==> config.mk <==
export PLATFORM = sky130hd
export DESIGN_NAME = c_string_escaper
export DESIGN_NICKNAME = d
export VERILOG_FILES = /design/src/hw/rtl/cse_pkg.sv /design/src/hw/rtl/cse_encode.sv /design/src/hw/rtl/cse_serializer.sv /design/src/hw/rtl/c_string_escaper.sv
export SDC_FILE = /design/constraint.sdc
export NUM_CORES = 1
export LEC_CHECK = 0
export BUFFER_PORTS_ARGS = -buffer_cell sky130_fd_sc_hd__buf_2
export CAP_MARGIN = 25
export CORE_AREA = 2 2 110 102
export DETAILED_ROUTE_END_ITERATION = 16
export DIE_AREA = 0 0 112 104
export PLACE_DENSITY = 0.57
export SLEW_MARGIN = 0
export SYNTH_ARGS = -nofsm -noshare
export SYNTH_HDL_FRONTEND = slang
export SYNTH_HIERARCHICAL = 1
export SYNTH_SLANG_ARGS = --single-unit
export TNS_END_PERCENT = 100
==> constraint.sdc <==
create_clock -name clock -period 12.25 [get_ports clock]
set_input_delay 1.225 -clock clock [delete_from_list [all_inputs] [get_ports clock]]
set_output_delay 1.225 -clock clock [all_outputs]
set_load 0.01 [all_outputs]
==> src/hw/rtl/cse_pkg.sv <==
// ----------------------------------------------------------------------------
// cse_pkg
// types, character codes and helpers for the c string escaper
// ----------------------------------------------------------------------------
`timescale 1ns / 1ps

package cse_pkg;

   // most words one item can produce: quote, four-char escape, quote
   localparam int unsigned MAX_WORDS = 6;
   localparam int unsigned CNT_W     = 3;

   localparam logic [7:0] QUOTE_CH  = 8'h22;
   localparam logic [7:0] BSL_CH    = 8'h5C;
   localparam logic [7:0] DOLLAR_CH = 8'h24;
   localparam logic [7:0] BTICK_CH  = 8'h60;
   localparam logic [7:0] BANG_CH   = 8'h21;
   localparam logic [7:0] X_CH      = 8'h78;
   localparam logic [7:0] BEL_CH    = 8'h07;
   localparam logic [7:0] BS_CH     = 8'h08;
   localparam logic [7:0] TAB_CH    = 8'h09;
   localparam logic [7:0] LF_CH     = 8'h0A;
   localparam logic [7:0] VT_CH     = 8'h0B;
   localparam logic [7:0] FF_CH     = 8'h0C;
   localparam logic [7:0] CR_CH     = 8'h0D;
   localparam logic [7:0] NIB_MASK  = 8'h0F;

   // one input word as it sits in the input register
   typedef struct packed {
      logic [7:0] byte_value;
      logic       starts_string;
      logic       ends_string;
      logic       no_char;
   } item_type;

   // the words one item produces, first word in entry 0
   typedef struct packed {
      logic [MAX_WORDS-1:0][7:0] bytes;
      logic [CNT_W-1:0]          count;
   } run_type;

   // uppercase hex digit of the low nibble
   function automatic logic [7:0] hex_digit(input logic [7:0] v);
      logic [7:0] n;
      n = v & NIB_MASK;
      if (n < 8'd10) begin
         hex_digit = 8'h30 + n;
      end else begin
         hex_digit = 8'h37 + n;
      end
   endfunction

endpackage

==> src/hw/rtl/cse_encode.sv <==
// ----------------------------------------------------------------------------
// cse_encode
// turns one buffered item into its run of literal words, keeps the hex flag
// ----------------------------------------------------------------------------
`timescale 1ns / 1ps

module cse_encode (
   input  logic              clock,
   input  logic              reset,
   input  cse_pkg::item_type item,
   input  logic              commit,
   output cse_pkg::run_type  run
);

   logic       hex_pending_ff;
   logic       hex_pending_in;

   // escape classification and the character part of the run
   always_comb begin
      logic       h0;
      logic [7:0] b;
      logic [7:0] named;
      logic       is_named;
      logic       is_hexdig;
      logic       is_print;
      logic       use_hex;
      logic [3:0][7:0] c;
      logic [cse_pkg::CNT_W-1:0] clen;
      logic [cse_pkg::CNT_W-1:0] s;
      logic [cse_pkg::CNT_W-1:0] e;
      logic [cse_pkg::CNT_W-1:0] j;

      b        = item.byte_value;
      h0       = item.starts_string ? 1'b0 : hex_pending_ff;
      named    = 8'h00;
      is_named = 1'b1;
      use_hex  = 1'b0;
      case (b)
         cse_pkg::BEL_CH:    named = 8'h61;
         cse_pkg::BS_CH:     named = 8'h62;
         cse_pkg::FF_CH:     named = 8'h66;
         cse_pkg::LF_CH:     named = 8'h6E;
         cse_pkg::CR_CH:     named = 8'h72;
         cse_pkg::TAB_CH:    named = 8'h74;
         cse_pkg::VT_CH:     named = 8'h76;
         cse_pkg::QUOTE_CH:  named = cse_pkg::QUOTE_CH;
         cse_pkg::BSL_CH:    named = cse_pkg::BSL_CH;
         cse_pkg::DOLLAR_CH,
         cse_pkg::BTICK_CH,
         cse_pkg::BANG_CH: begin
            is_named = 1'b0;
            use_hex  = 1'b1;
         end
         default:            is_named = 1'b0;
      endcase

      is_hexdig = b inside {[8'h30:8'h39], [8'h41:8'h46], [8'h61:8'h66]};
      is_print  = b inside {[8'h20:8'h7E]};
      if (!is_named && !use_hex) begin
         use_hex = is_hexdig ? h0 : !is_print;
      end

      // character words and the flag they leave behind
      c              = '0;
      clen           = '0;
      hex_pending_in = h0;
      if (!item.no_char) begin
         if (is_named) begin
            c[0] = cse_pkg::BSL_CH;
            c[1] = named;
            clen = 3'd2;
         end else if (use_hex) begin
            c[0] = cse_pkg::BSL_CH;
            c[1] = cse_pkg::X_CH;
            c[2] = cse_pkg::hex_digit(b >> 4);
            c[3] = cse_pkg::hex_digit(b);
            clen = 3'd4;
            hex_pending_in = 1'b1;
         end else begin
            c[0] = b;
            clen = 3'd1;
            hex_pending_in = 1'b0;
         end
      end

      // place quotes around the character words
      s = {2'b00, item.starts_string};
      e = {2'b00, item.ends_string};
      for (int i = 0; i < cse_pkg::MAX_WORDS; i++) begin
         j = 3'(i) - s;
         if (item.starts_string && i == 0) begin
            run.bytes[i] = cse_pkg::QUOTE_CH;
         end else if (j < clen) begin
            run.bytes[i] = c[j[1:0]];
         end else begin
            run.bytes[i] = cse_pkg::QUOTE_CH;
         end
      end
      run.count = s + clen + e;
   end

   // hex flag moves on when the item is handed on
   always_ff @(posedge clock) begin
      if (reset) begin
         hex_pending_ff <= 1'b0;
      end else if (commit) begin
         hex_pending_ff <= hex_pending_in;
      end
   end

endmodule

==> src/hw/rtl/cse_serializer.sv <==
// ----------------------------------------------------------------------------
// cse_serializer
// holds one run of words and sends them out one word per cycle while rsp_tready is high
// ----------------------------------------------------------------------------
`timescale 1ns / 1ps

module cse_serializer (
   input  logic             clock,
   input  logic             reset,
   input  cse_pkg::run_type run,
   input  logic             load,
   output logic             can_load,
   output logic             rsp_tvalid,
   input  logic             rsp_tready,
   output logic [7:0]       rsp_tdata,   // out_byte[7:0]
   output logic             rsp_tlast    // last_of_run
);

   logic [cse_pkg::MAX_WORDS-1:0][7:0] bytes_ff;
   logic [cse_pkg::CNT_W-1:0]          count_ff;
   logic [cse_pkg::CNT_W-1:0]          idx_ff;
   logic                               valid_ff;
   logic                               last;

   // current word and free slot
   assign last       = (idx_ff == count_ff - 3'd1);
   assign can_load   = !valid_ff || (rsp_tready && last);
   assign rsp_tvalid = valid_ff;
   assign rsp_tdata  = bytes_ff[idx_ff];
   assign rsp_tlast  = last;

   // run buffer payload
   always_ff @(posedge clock) begin
      if (load) begin
         bytes_ff <= run.bytes;
         count_ff <= run.count;
      end
   end

   // word pointer and valid
   always_ff @(posedge clock) begin
      if (reset) begin
         valid_ff <= 1'b0;
         idx_ff   <= '0;
      end else if (load) begin
         valid_ff <= 1'b1;
         idx_ff   <= '0;
      end else if (valid_ff && rsp_tready) begin
         if (last) begin
            valid_ff <= 1'b0;
         end else begin
            idx_ff <= idx_ff + 3'd1;
         end
      end
   end

endmodule

==> src/hw/rtl/c_string_escaper.sv <==
// ----------------------------------------------------------------------------
// c_string_escaper
// streaming escaper from raw string bytes to a quoted c literal
// ----------------------------------------------------------------------------
// Each input word carries one raw byte plus start, end and no-character
// flags; the block sends the quoted, escaped literal one output byte per
// word, tlast marking the last byte that input word caused. An input word
// gives 0 to 6 output words: a plain byte 1, a named escape 2, a hex escape
// 4, plus one per quote. The output port moves one word per cycle while
// rsp_tready is high and sets the sustained rate: a word costs as many
// output transfers as output words it makes, while words with no output
// pass without using the output port. Input is taken every cycle as long
// as the output keeps up; a word is held in the input register, then its
// run is held in the output run buffer until its last byte is taken.
`timescale 1ns / 1ps

module c_string_escaper (
   input  logic       clock,
   input  logic       reset,
   input  logic       req_tvalid,
   output logic       req_tready,
   input  logic [7:0] req_tdata,   // byte_value[7:0]
   input  logic [1:0] req_tuser,   // [1] no_char, [0] starts_string
   input  logic       req_tlast,   // ends_string
   output logic       rsp_tvalid,
   input  logic       rsp_tready,
   output logic [7:0] rsp_tdata,   // out_byte[7:0]
   output logic       rsp_tlast    // last_of_run
);

   cse_pkg::item_type item_ff;
   cse_pkg::run_type  run;
   logic              item_valid_ff;
   logic              commit;
   logic              can_load;
   logic              load;
   logic              req_fire;

   // hand the buffered word on when its run fits or it makes no output
   assign commit     = item_valid_ff && (run.count == '0 || can_load);
   assign load       = commit && (run.count != '0);
   assign req_tready = !item_valid_ff || commit;
   assign req_fire   = req_tvalid && req_tready;

   // input register
   always_ff @(posedge clock) begin
      if (req_fire) begin
         item_ff.byte_value    <= req_tdata;
         item_ff.starts_string <= req_tuser[0];
         item_ff.ends_string   <= req_tlast;
         item_ff.no_char       <= req_tuser[1];
      end
   end

   always_ff @(posedge clock) begin
      if (reset) begin
         item_valid_ff <= 1'b0;
      end else if (req_fire) begin
         item_valid_ff <= 1'b1;
      end else if (commit) begin
         item_valid_ff <= 1'b0;
      end
   end

   // escape logic and hex flag
   cse_encode u_encode (
      .clock  (clock),
      .reset  (reset),
      .item   (item_ff),
      .commit (commit),
      .run    (run)
   );

   // output run buffer
   cse_serializer u_serializer (
      .clock      (clock),
      .reset      (reset),
      .run        (run),
      .load       (load),
      .can_load   (can_load),
      .rsp_tvalid (rsp_tvalid),
      .rsp_tready (rsp_tready),
      .rsp_tdata  (rsp_tdata),
      .rsp_tlast  (rsp_tlast)
   );

endmodule

Word-level counts from Yosys, hierarchy flattened
Index checks and enable logic that the tools add are counted.
{"block": "op_classes", "add_sub_neg": 14, "mul": 0, "div": 0, "magnitude_cmp": 23, "n_eq_ne": 13, "shift": 0, "muxes": 38, "bitwise": 2, "reduce_logical": 30}
{"operator": "$bmux W8 S2", "count": 6}
{"operator": "$mux W8", "count": 10}
{"operator": "$pmux W7 S9", "count": 1}
{"operator": "$eq A8 B4 Y1 const B", "count": 6}
{"operator": "$mux W16", "count": 2}
{"operator": "$mux W32", "count": 1}
{"operator": "$add A6 B4 Y7 const A", "count": 4}
{"operator": "$bmux W8 S3", "count": 1}
{"operator": "$eq A8 B6 Y1 const B", "count": 3}
{"operator": "$le A8 B7 Y1 const B", "count": 3}
{"operator": "$mux W24", "count": 1}
{"operator": "$lt A2 B3 Y1 const B", "count": 6}
{"operator": "$lt A3 B3 Y1", "count": 6}
{"operator": "$eq A8 B7 Y1 const B", "count": 2}
{"operator": "$ge A8 B6 Y1 const B", "count": 2}
{"operator": "$ge A8 B7 Y1 const B", "count": 2}
{"operator": "$mux W1", "count": 13}
{"operator": "$logic_and A1 B1 Y1", "count": 10}
{"operator": "$mux W3", "count": 3}
{"operator": "$reduce_or A9 Y1", "count": 1}
{"operator": "$eq A8 B3 Y1 const B", "count": 1}
{"operator": "$le A8 B6 Y1 const B", "count": 1}
{"operator": "$lt A4 B4 Y1 const B", "count": 2}
{"operator": "$reduce_bool A2 Y1", "count": 3}
{"operator": "17 further kinds", "count": 30}
{"block": "totals", "ff_bits": 68, "latch_bits": 0, "mem_bits_rw": 0, "mem_bits_ro": 0, "inputBits": 15, "output_inout_bits": 11, "elab_cells": 135, "mem_count": 0}

Depth between registers and ports, before layout
{"block": "depth", "word_depth": 17, "ltp_mapped": 18}

Cells and area by module
Netlist, hierarchy kept.
{"module": "cse_serializer", "n_inst": 1, "cells_each": 123, "area_per_inst_um2": 2208.4, "seq_area_each_um2": 1611.5}
{"module": "cse_encode", "n_inst": 1, "cells_each": 246, "area_per_inst_um2": 1577.8, "seq_area_each_um2": 20.0}
{"module": "c_string_escaper", "n_inst": 1, "cells_each": 22, "area_per_inst_um2": 414.1, "seq_area_each_um2": 350.3}

Worst setup path after synthesis
Ideal clock, no wire load.
{"block": "synth_timing", "path_kind": "reg2reg", "start": "register item_ff[4] in the netlist's numbering", "end": "register u_serializer/idx_ff[2] in the netlist's numbering", "setup_time_ps": 65, "arrival_time_ps": 5544, "slack_ps": 6641, "stages_incl_launch_ff": 18, "path_buffers": 1, "cell_sequence": "edfxtp_1 inv_1 ha_1 or4b_4 a311oi_2 o22ai_2 o211a_4 o21ai_2 buf_2 nor2_1 fa_1 ha_1 xor2_1 or3_4 and3_1 or4b_1 a211o_1 nand4b_1"}
{"element": "start: declaration", "line_no": "c_string_escaper.sv:31", "text": "cse_pkg::item_type item_ff;"}
{"element": "end signal: assignment", "line_no": "cse_serializer.sv:52", "text": "idx_ff <= idx_ff + 3'd1;"}
{"element": "end: declaration", "line_no": "cse_serializer.sv:21", "text": "logic [cse_pkg::CNT_W-1:0] idx_ff;"}

==> flow_results.org <==
** Status
- The run finished with clean final reports.

** Timing
- Headroom to the max-slew limit came out at around 46%.
- Final total negative setup slack :: 0 ns
- Transition time at the pin with the least slew margin :: around 0.8 ns
- Skew final :: ~0.0098 ns
- The smallest clock period supported by the final layout is computed as 5.93 ns.
- The final count of hold timing violations is 0.
- Setup violations remaining at the end of the flow were counted as 0.
- Timing would allow up to approximately 170 MHz.
- Max Transition Viols Final :: 0
- PnR worst setup slack :: roughly 6.3 ns
- Setup repair after global routing left no endpoint under its margin.
- Share of the clock period used by the worst path :: 48.4%

** Clock network
- The clock drives slightly below 70 sinks.
- After clock tree synthesis, the flow added hold-fix buffers numbering 0.
- At the later pin of the worst-skew pair, clock insertion delay measures approximately 0.33 ns.
- Maximum level of the CTS H-tree :: 3
- Root Buffer Master :: sky130_fd_sc_hd__clkbuf_16
- Number of gates given a new drive strength after cts :: 0
- In this run the post-CTS setup repair buffer count came out at 0.
- TritonCTS clock tree :: built
- Buffers inserted during clock tree synthesis total 9.
- Max Root-Sink Buffers :: 2
- Clock-pin slew was measured on the worst setup and hold paths at about 0.06 ns.

** Drt
- Wire length on met3 :: 618 um
- Summed over all layers, the routed wires come to just under 10000 um.
- Routed Antenna Nets :: 0
- Vias :: ~3200
- In this run, the number of DRC markers left after iteration 0 of detailed routing was about 380.
- Wire length on met1 :: 4480 um
- Highest routed metal layer :: met4
- Met2 wirelength from detailed routing :: ~4300 um
- The first TritonRoute pass finished after 6 iterations.
- After detailed routing, the average wire length per cell comes to around 17 um.
- After detailed routing, the number of vias per cell comes to around 5.7.
- Final routed DRC violation total :: 0

** Global route
- The via count of the first global-routing pass is approximately 2900.
- The initial antenna violation count is 0.
- Entering global routing, the biggest net connects a little under 60 pins.
- In the global route stage, overall resource usage came out at between 10% and 20%.
- The first global-routing pass estimated 15700 um of wire.
- For this run the aggregate overflow at the end of global routing stands at 0.

** Worst setup path
- Kind of start point of the critical path :: flop
- Crit path max fanout :: 17
- Data on the critical path arrives at its endpoint at between 4 and 5 ns.
- Required time of the worst setup path :: around 11 ns
- STA classifies the critical path endpoint as a primary output.
- Setup Crit Path Kind :: flop to primary output

** Logic synthesis
- Sequential cell area fraction in the yosys report :: between 40% and 50%
- By area, the combinational part of the netlist is dominated by simple AND/OR/NAND/NOR gates.
- Summing the areas of all xor and xnor instances in the mapped netlist gives 1.37% of the synthesized area.
- The synthesized netlist devotes 15.1% of its cell area to compound gates.
- Mean instance size in the synthesized netlist :: approximately 11 um2
- Register bit count reported by yosys :: 68
- Summing the areas of all and, or, nand and nor instances in the mapped netlist gives between 10% and 20% of the synthesized area.
- The Yosys step of the flow raised 6 warnings.
- The synthesized design contains 62 enable-type register cells.
- Adder-cell share of the synthesized area :: ~5.8%
- The synthesized netlist occupies a cell area of ~4200 um2.
- After synthesis, the share of cell area in mux cells is 7.66%.
- In the synthesized netlist the async set-or-reset flop fraction comes to 0%.
- For this run, the leading register cell type out of synthesis is sky130_fd_sc_hd__edfxtp_1.
- The netlist uses 70 different library cells.
- Cell count after synthesis :: just under 400

** Placement
- The HPWL after detailed placement is 6920 um.
- The count of buffers added on input and output ports is 25.
- Final weighted congestion of routability-driven global placement :: 0.899
- After detailed placement, the total cell area comes to 4410 um2.
- Pre-CTS WS :: between 6 and 7 ns

** Cells and area
- Post-synthesis to final-layout area growth :: 12.2%
- Final non-filler cell area :: approximately 4700 um2
- The final layout contains 446 nets.
- Cells with a size suffix above 1 make up between 10% and 20% of the layout.
- Antenna diode instance count :: 0
- Fill cell total of the finished layout :: approximately 1000

** Die
- Site row count :: 36
- The die is 104 um tall.
- From left edge to right edge, the die measures 112 um.
- I/O pin total :: 26
- Once the floorplan was initialized, standard cells occupied approximately 40% of the core.
- Standard cell core area :: 10500 um2
- Die Outline Area :: approximately 12000 um2

** Pwr
- Leakage power total :: 1.74 nW
- The worst-case IR drop observed on VDD is 0.0607 mV.
- For this design the ratio of total power to cell area is 141 nW/um2.

** Worst hold path
- Path class of the lowest-slack min-delay path :: flop to flop

** Run
- Number of max-cap violations :: 0
-- cell type report --
class                   instances  area, um2  share of cell area [%]
clock inverters                 7       81.3                    1.73
clock buffers                   9        225                    4.78
inverters                      27        101                    2.15
multi-input cells             276       1990                    42.3
repair buffers                 30        163                    3.45
flip-flops and latches         68       1980                    42.0
well taps                     133        166                    3.53
-- flip-flops by register name, indices dropped and copies added, names as in the netlist --
register and count:
u_encode/hex_pending_ff 1, u_serializer/bytes_ff 48, item_valid_ff 1, u_serializer/rsp_tvalid 1, u_serializer/idx_ff 3, u_serializer/count_ff 3, item_ff 11
-- cells by family (layout without fill, tap and decap cells) --
logic type,count (synthesis),after routing
buffers and inverters,53,73
xor gates and xnor gates,5,5
DFF,68,68
adders and majority gates,19,19
muxes,22,22
AOI/OAI and AO/OA,92,92
other,1,7
and+or+nand+nor,131,131
-- where the power goes --
group / switching [mW] / total, mW / internal [mW]
Combinational: 0.0662 / 0.106 / 0.0397
Clock: 0.106 / 0.267 / 0.161
Sequential: 0.0127 / 0.289 / 0.276
Total: 0.185 / 0.662 / 0.477
-- metrics by stage --
stage	util [%]	instances	power, mW	hold slack [ns]
final	44.7	550	0.662	0.482
after global routing	44.7	550	0.691	0.533
after CTS	44.7	550	0.667	0.490
after detailed placement	41.8	534	0.398	0.481
after global placement	41.8	534	0.397	0.467
after floorplan	-	397	0.370	0.444
-- cells in the mapped netlist, types with 4 or more instances --
master                     instances  area, um2
sky130_fd_sc_hd__nor2b_1           5       31.3
sky130_fd_sc_hd__edfxtp_1         62       1860
sky130_fd_sc_hd__buf_4             8       60.1
sky130_fd_sc_hd__nand2_1          32        120
sky130_fd_sc_hd__inv_1            25       93.8
sky130_fd_sc_hd__and2_1            4       25.0
sky130_fd_sc_hd__nand3_1          12       60.1
sky130_fd_sc_hd__clkbuf_1         12       45.0
sky130_fd_sc_hd__and3_1            5       31.3
sky130_fd_sc_hd__nor2_1           35        131
sky130_fd_sc_hd__nor3_1            6       30.0
sky130_fd_sc_hd__a21oi_1          18       90.1
sky130_fd_sc_hd__ha_1             18        225
sky130_fd_sc_hd__nand4_1           7       43.8
sky130_fd_sc_hd__dfxtp_1           6        120
sky130_fd_sc_hd__a31oi_1           7       43.8
sky130_fd_sc_hd__o21ai_1           5       25.0
sky130_fd_sc_hd__mux4_2            8        180
sky130_fd_sc_hd__nand2b_1          5       31.3
sky130_fd_sc_hd__o211ai_1          4       30.0
sky130_fd_sc_hd__mux2i_1          13        130
sky130_fd_sc_hd__o21ai_0          10       50.1
sky130_fd_sc_hd__o22ai_1          16        100
-- routing by layer --
metal,vias up,global-route usage [%]
met5,-,0
met4,0,6.36
met3,27,4.25
met2,135,25.1
met1,1488,24.2
li1,1509,-
-- cells in the final DEF (no fill, tap or decap), types with 3 or more instances in the layout --
master / netlist / layout
sky130_fd_sc_hd__mux4_2: 8 / 8
sky130_fd_sc_hd__nand3_1: 12 / 12
sky130_fd_sc_hd__nor2b_1: 5 / 5
sky130_fd_sc_hd__nor3_1: 6 / 6
sky130_fd_sc_hd__clkbuf_16: 0 / 9
sky130_fd_sc_hd__buf_2: 3 / 25
sky130_fd_sc_hd__o21ai_1: 5 / 5
sky130_fd_sc_hd__nand4_1: 7 / 7
sky130_fd_sc_hd__buf_4: 8 / 5
sky130_fd_sc_hd__o21ai_0: 10 / 10
sky130_fd_sc_hd__a21oi_1: 18 / 18
sky130_fd_sc_hd__xor2_1: 3 / 3
sky130_fd_sc_hd__inv_6: 0 / 4
sky130_fd_sc_hd__dfxtp_1: 6 / 6
sky130_fd_sc_hd__nor2_1: 35 / 35
sky130_fd_sc_hd__a221oi_1: 3 / 3
sky130_fd_sc_hd__mux2i_1: 13 / 13
sky130_fd_sc_hd__edfxtp_1: 62 / 62
sky130_fd_sc_hd__a32oi_1: 3 / 3
sky130_fd_sc_hd__o22ai_1: 16 / 16
sky130_fd_sc_hd__conb_1: 1 / 7
sky130_fd_sc_hd__nand2_1: 32 / 32
sky130_fd_sc_hd__ha_1: 18 / 18
sky130_fd_sc_hd__and2_1: 4 / 4
sky130_fd_sc_hd__nand2b_1: 5 / 5
sky130_fd_sc_hd__inv_1: 25 / 25
sky130_fd_sc_hd__o21a_1: 3 / 3
sky130_fd_sc_hd__o211ai_1: 4 / 4
sky130_fd_sc_hd__and3_1: 5 / 4
sky130_fd_sc_hd__or3_1: 3 / 3
sky130_fd_sc_hd__a31oi_1: 7 / 7
-- worst max-delay path, stage by stage, from the launching register on --
cell and delay, ns:
sky130_fd_sc_hd__edfxtp_1 0.52, sky130_fd_sc_hd__inv_1 0.23, sky130_fd_sc_hd__ha_1 0.27, sky130_fd_sc_hd__or4b_4 0.50
sky130_fd_sc_hd__a311oi_2 0.30, sky130_fd_sc_hd__o22ai_2 0.15, sky130_fd_sc_hd__o211a_4 0.28, sky130_fd_sc_hd__o21ai_2 0.54
sky130_fd_sc_hd__nor2_1 0.18, sky130_fd_sc_hd__fa_1 0.40, sky130_fd_sc_hd__ha_1 0.19, sky130_fd_sc_hd__xor2_1 0.18
sky130_fd_sc_hd__or3_4 0.41, sky130_fd_sc_hd__nand3_1 0.08, sky130_fd_sc_hd__buf_2 0.13
-- final timing paths --
| path | startpoint | end | slack (ns) | cells after the start |
|---|---|---|---|---|
| worst max-delay path | item_ff[4] | req_tready | 6.32 | 14 |
| worst min-delay path | u_encode/hex_pending_ff | u_encode/hex_pending_ff | 0.48 | 2 |
| worst min register to register | u_encode/hex_pending_ff | u_encode/hex_pending_ff | 0.48 | 2 |
| worst max register to register | item_ff[4] | u_serializer/idx_ff[2] | 6.52 | 17 |
(Power assumes the default switching activity.)
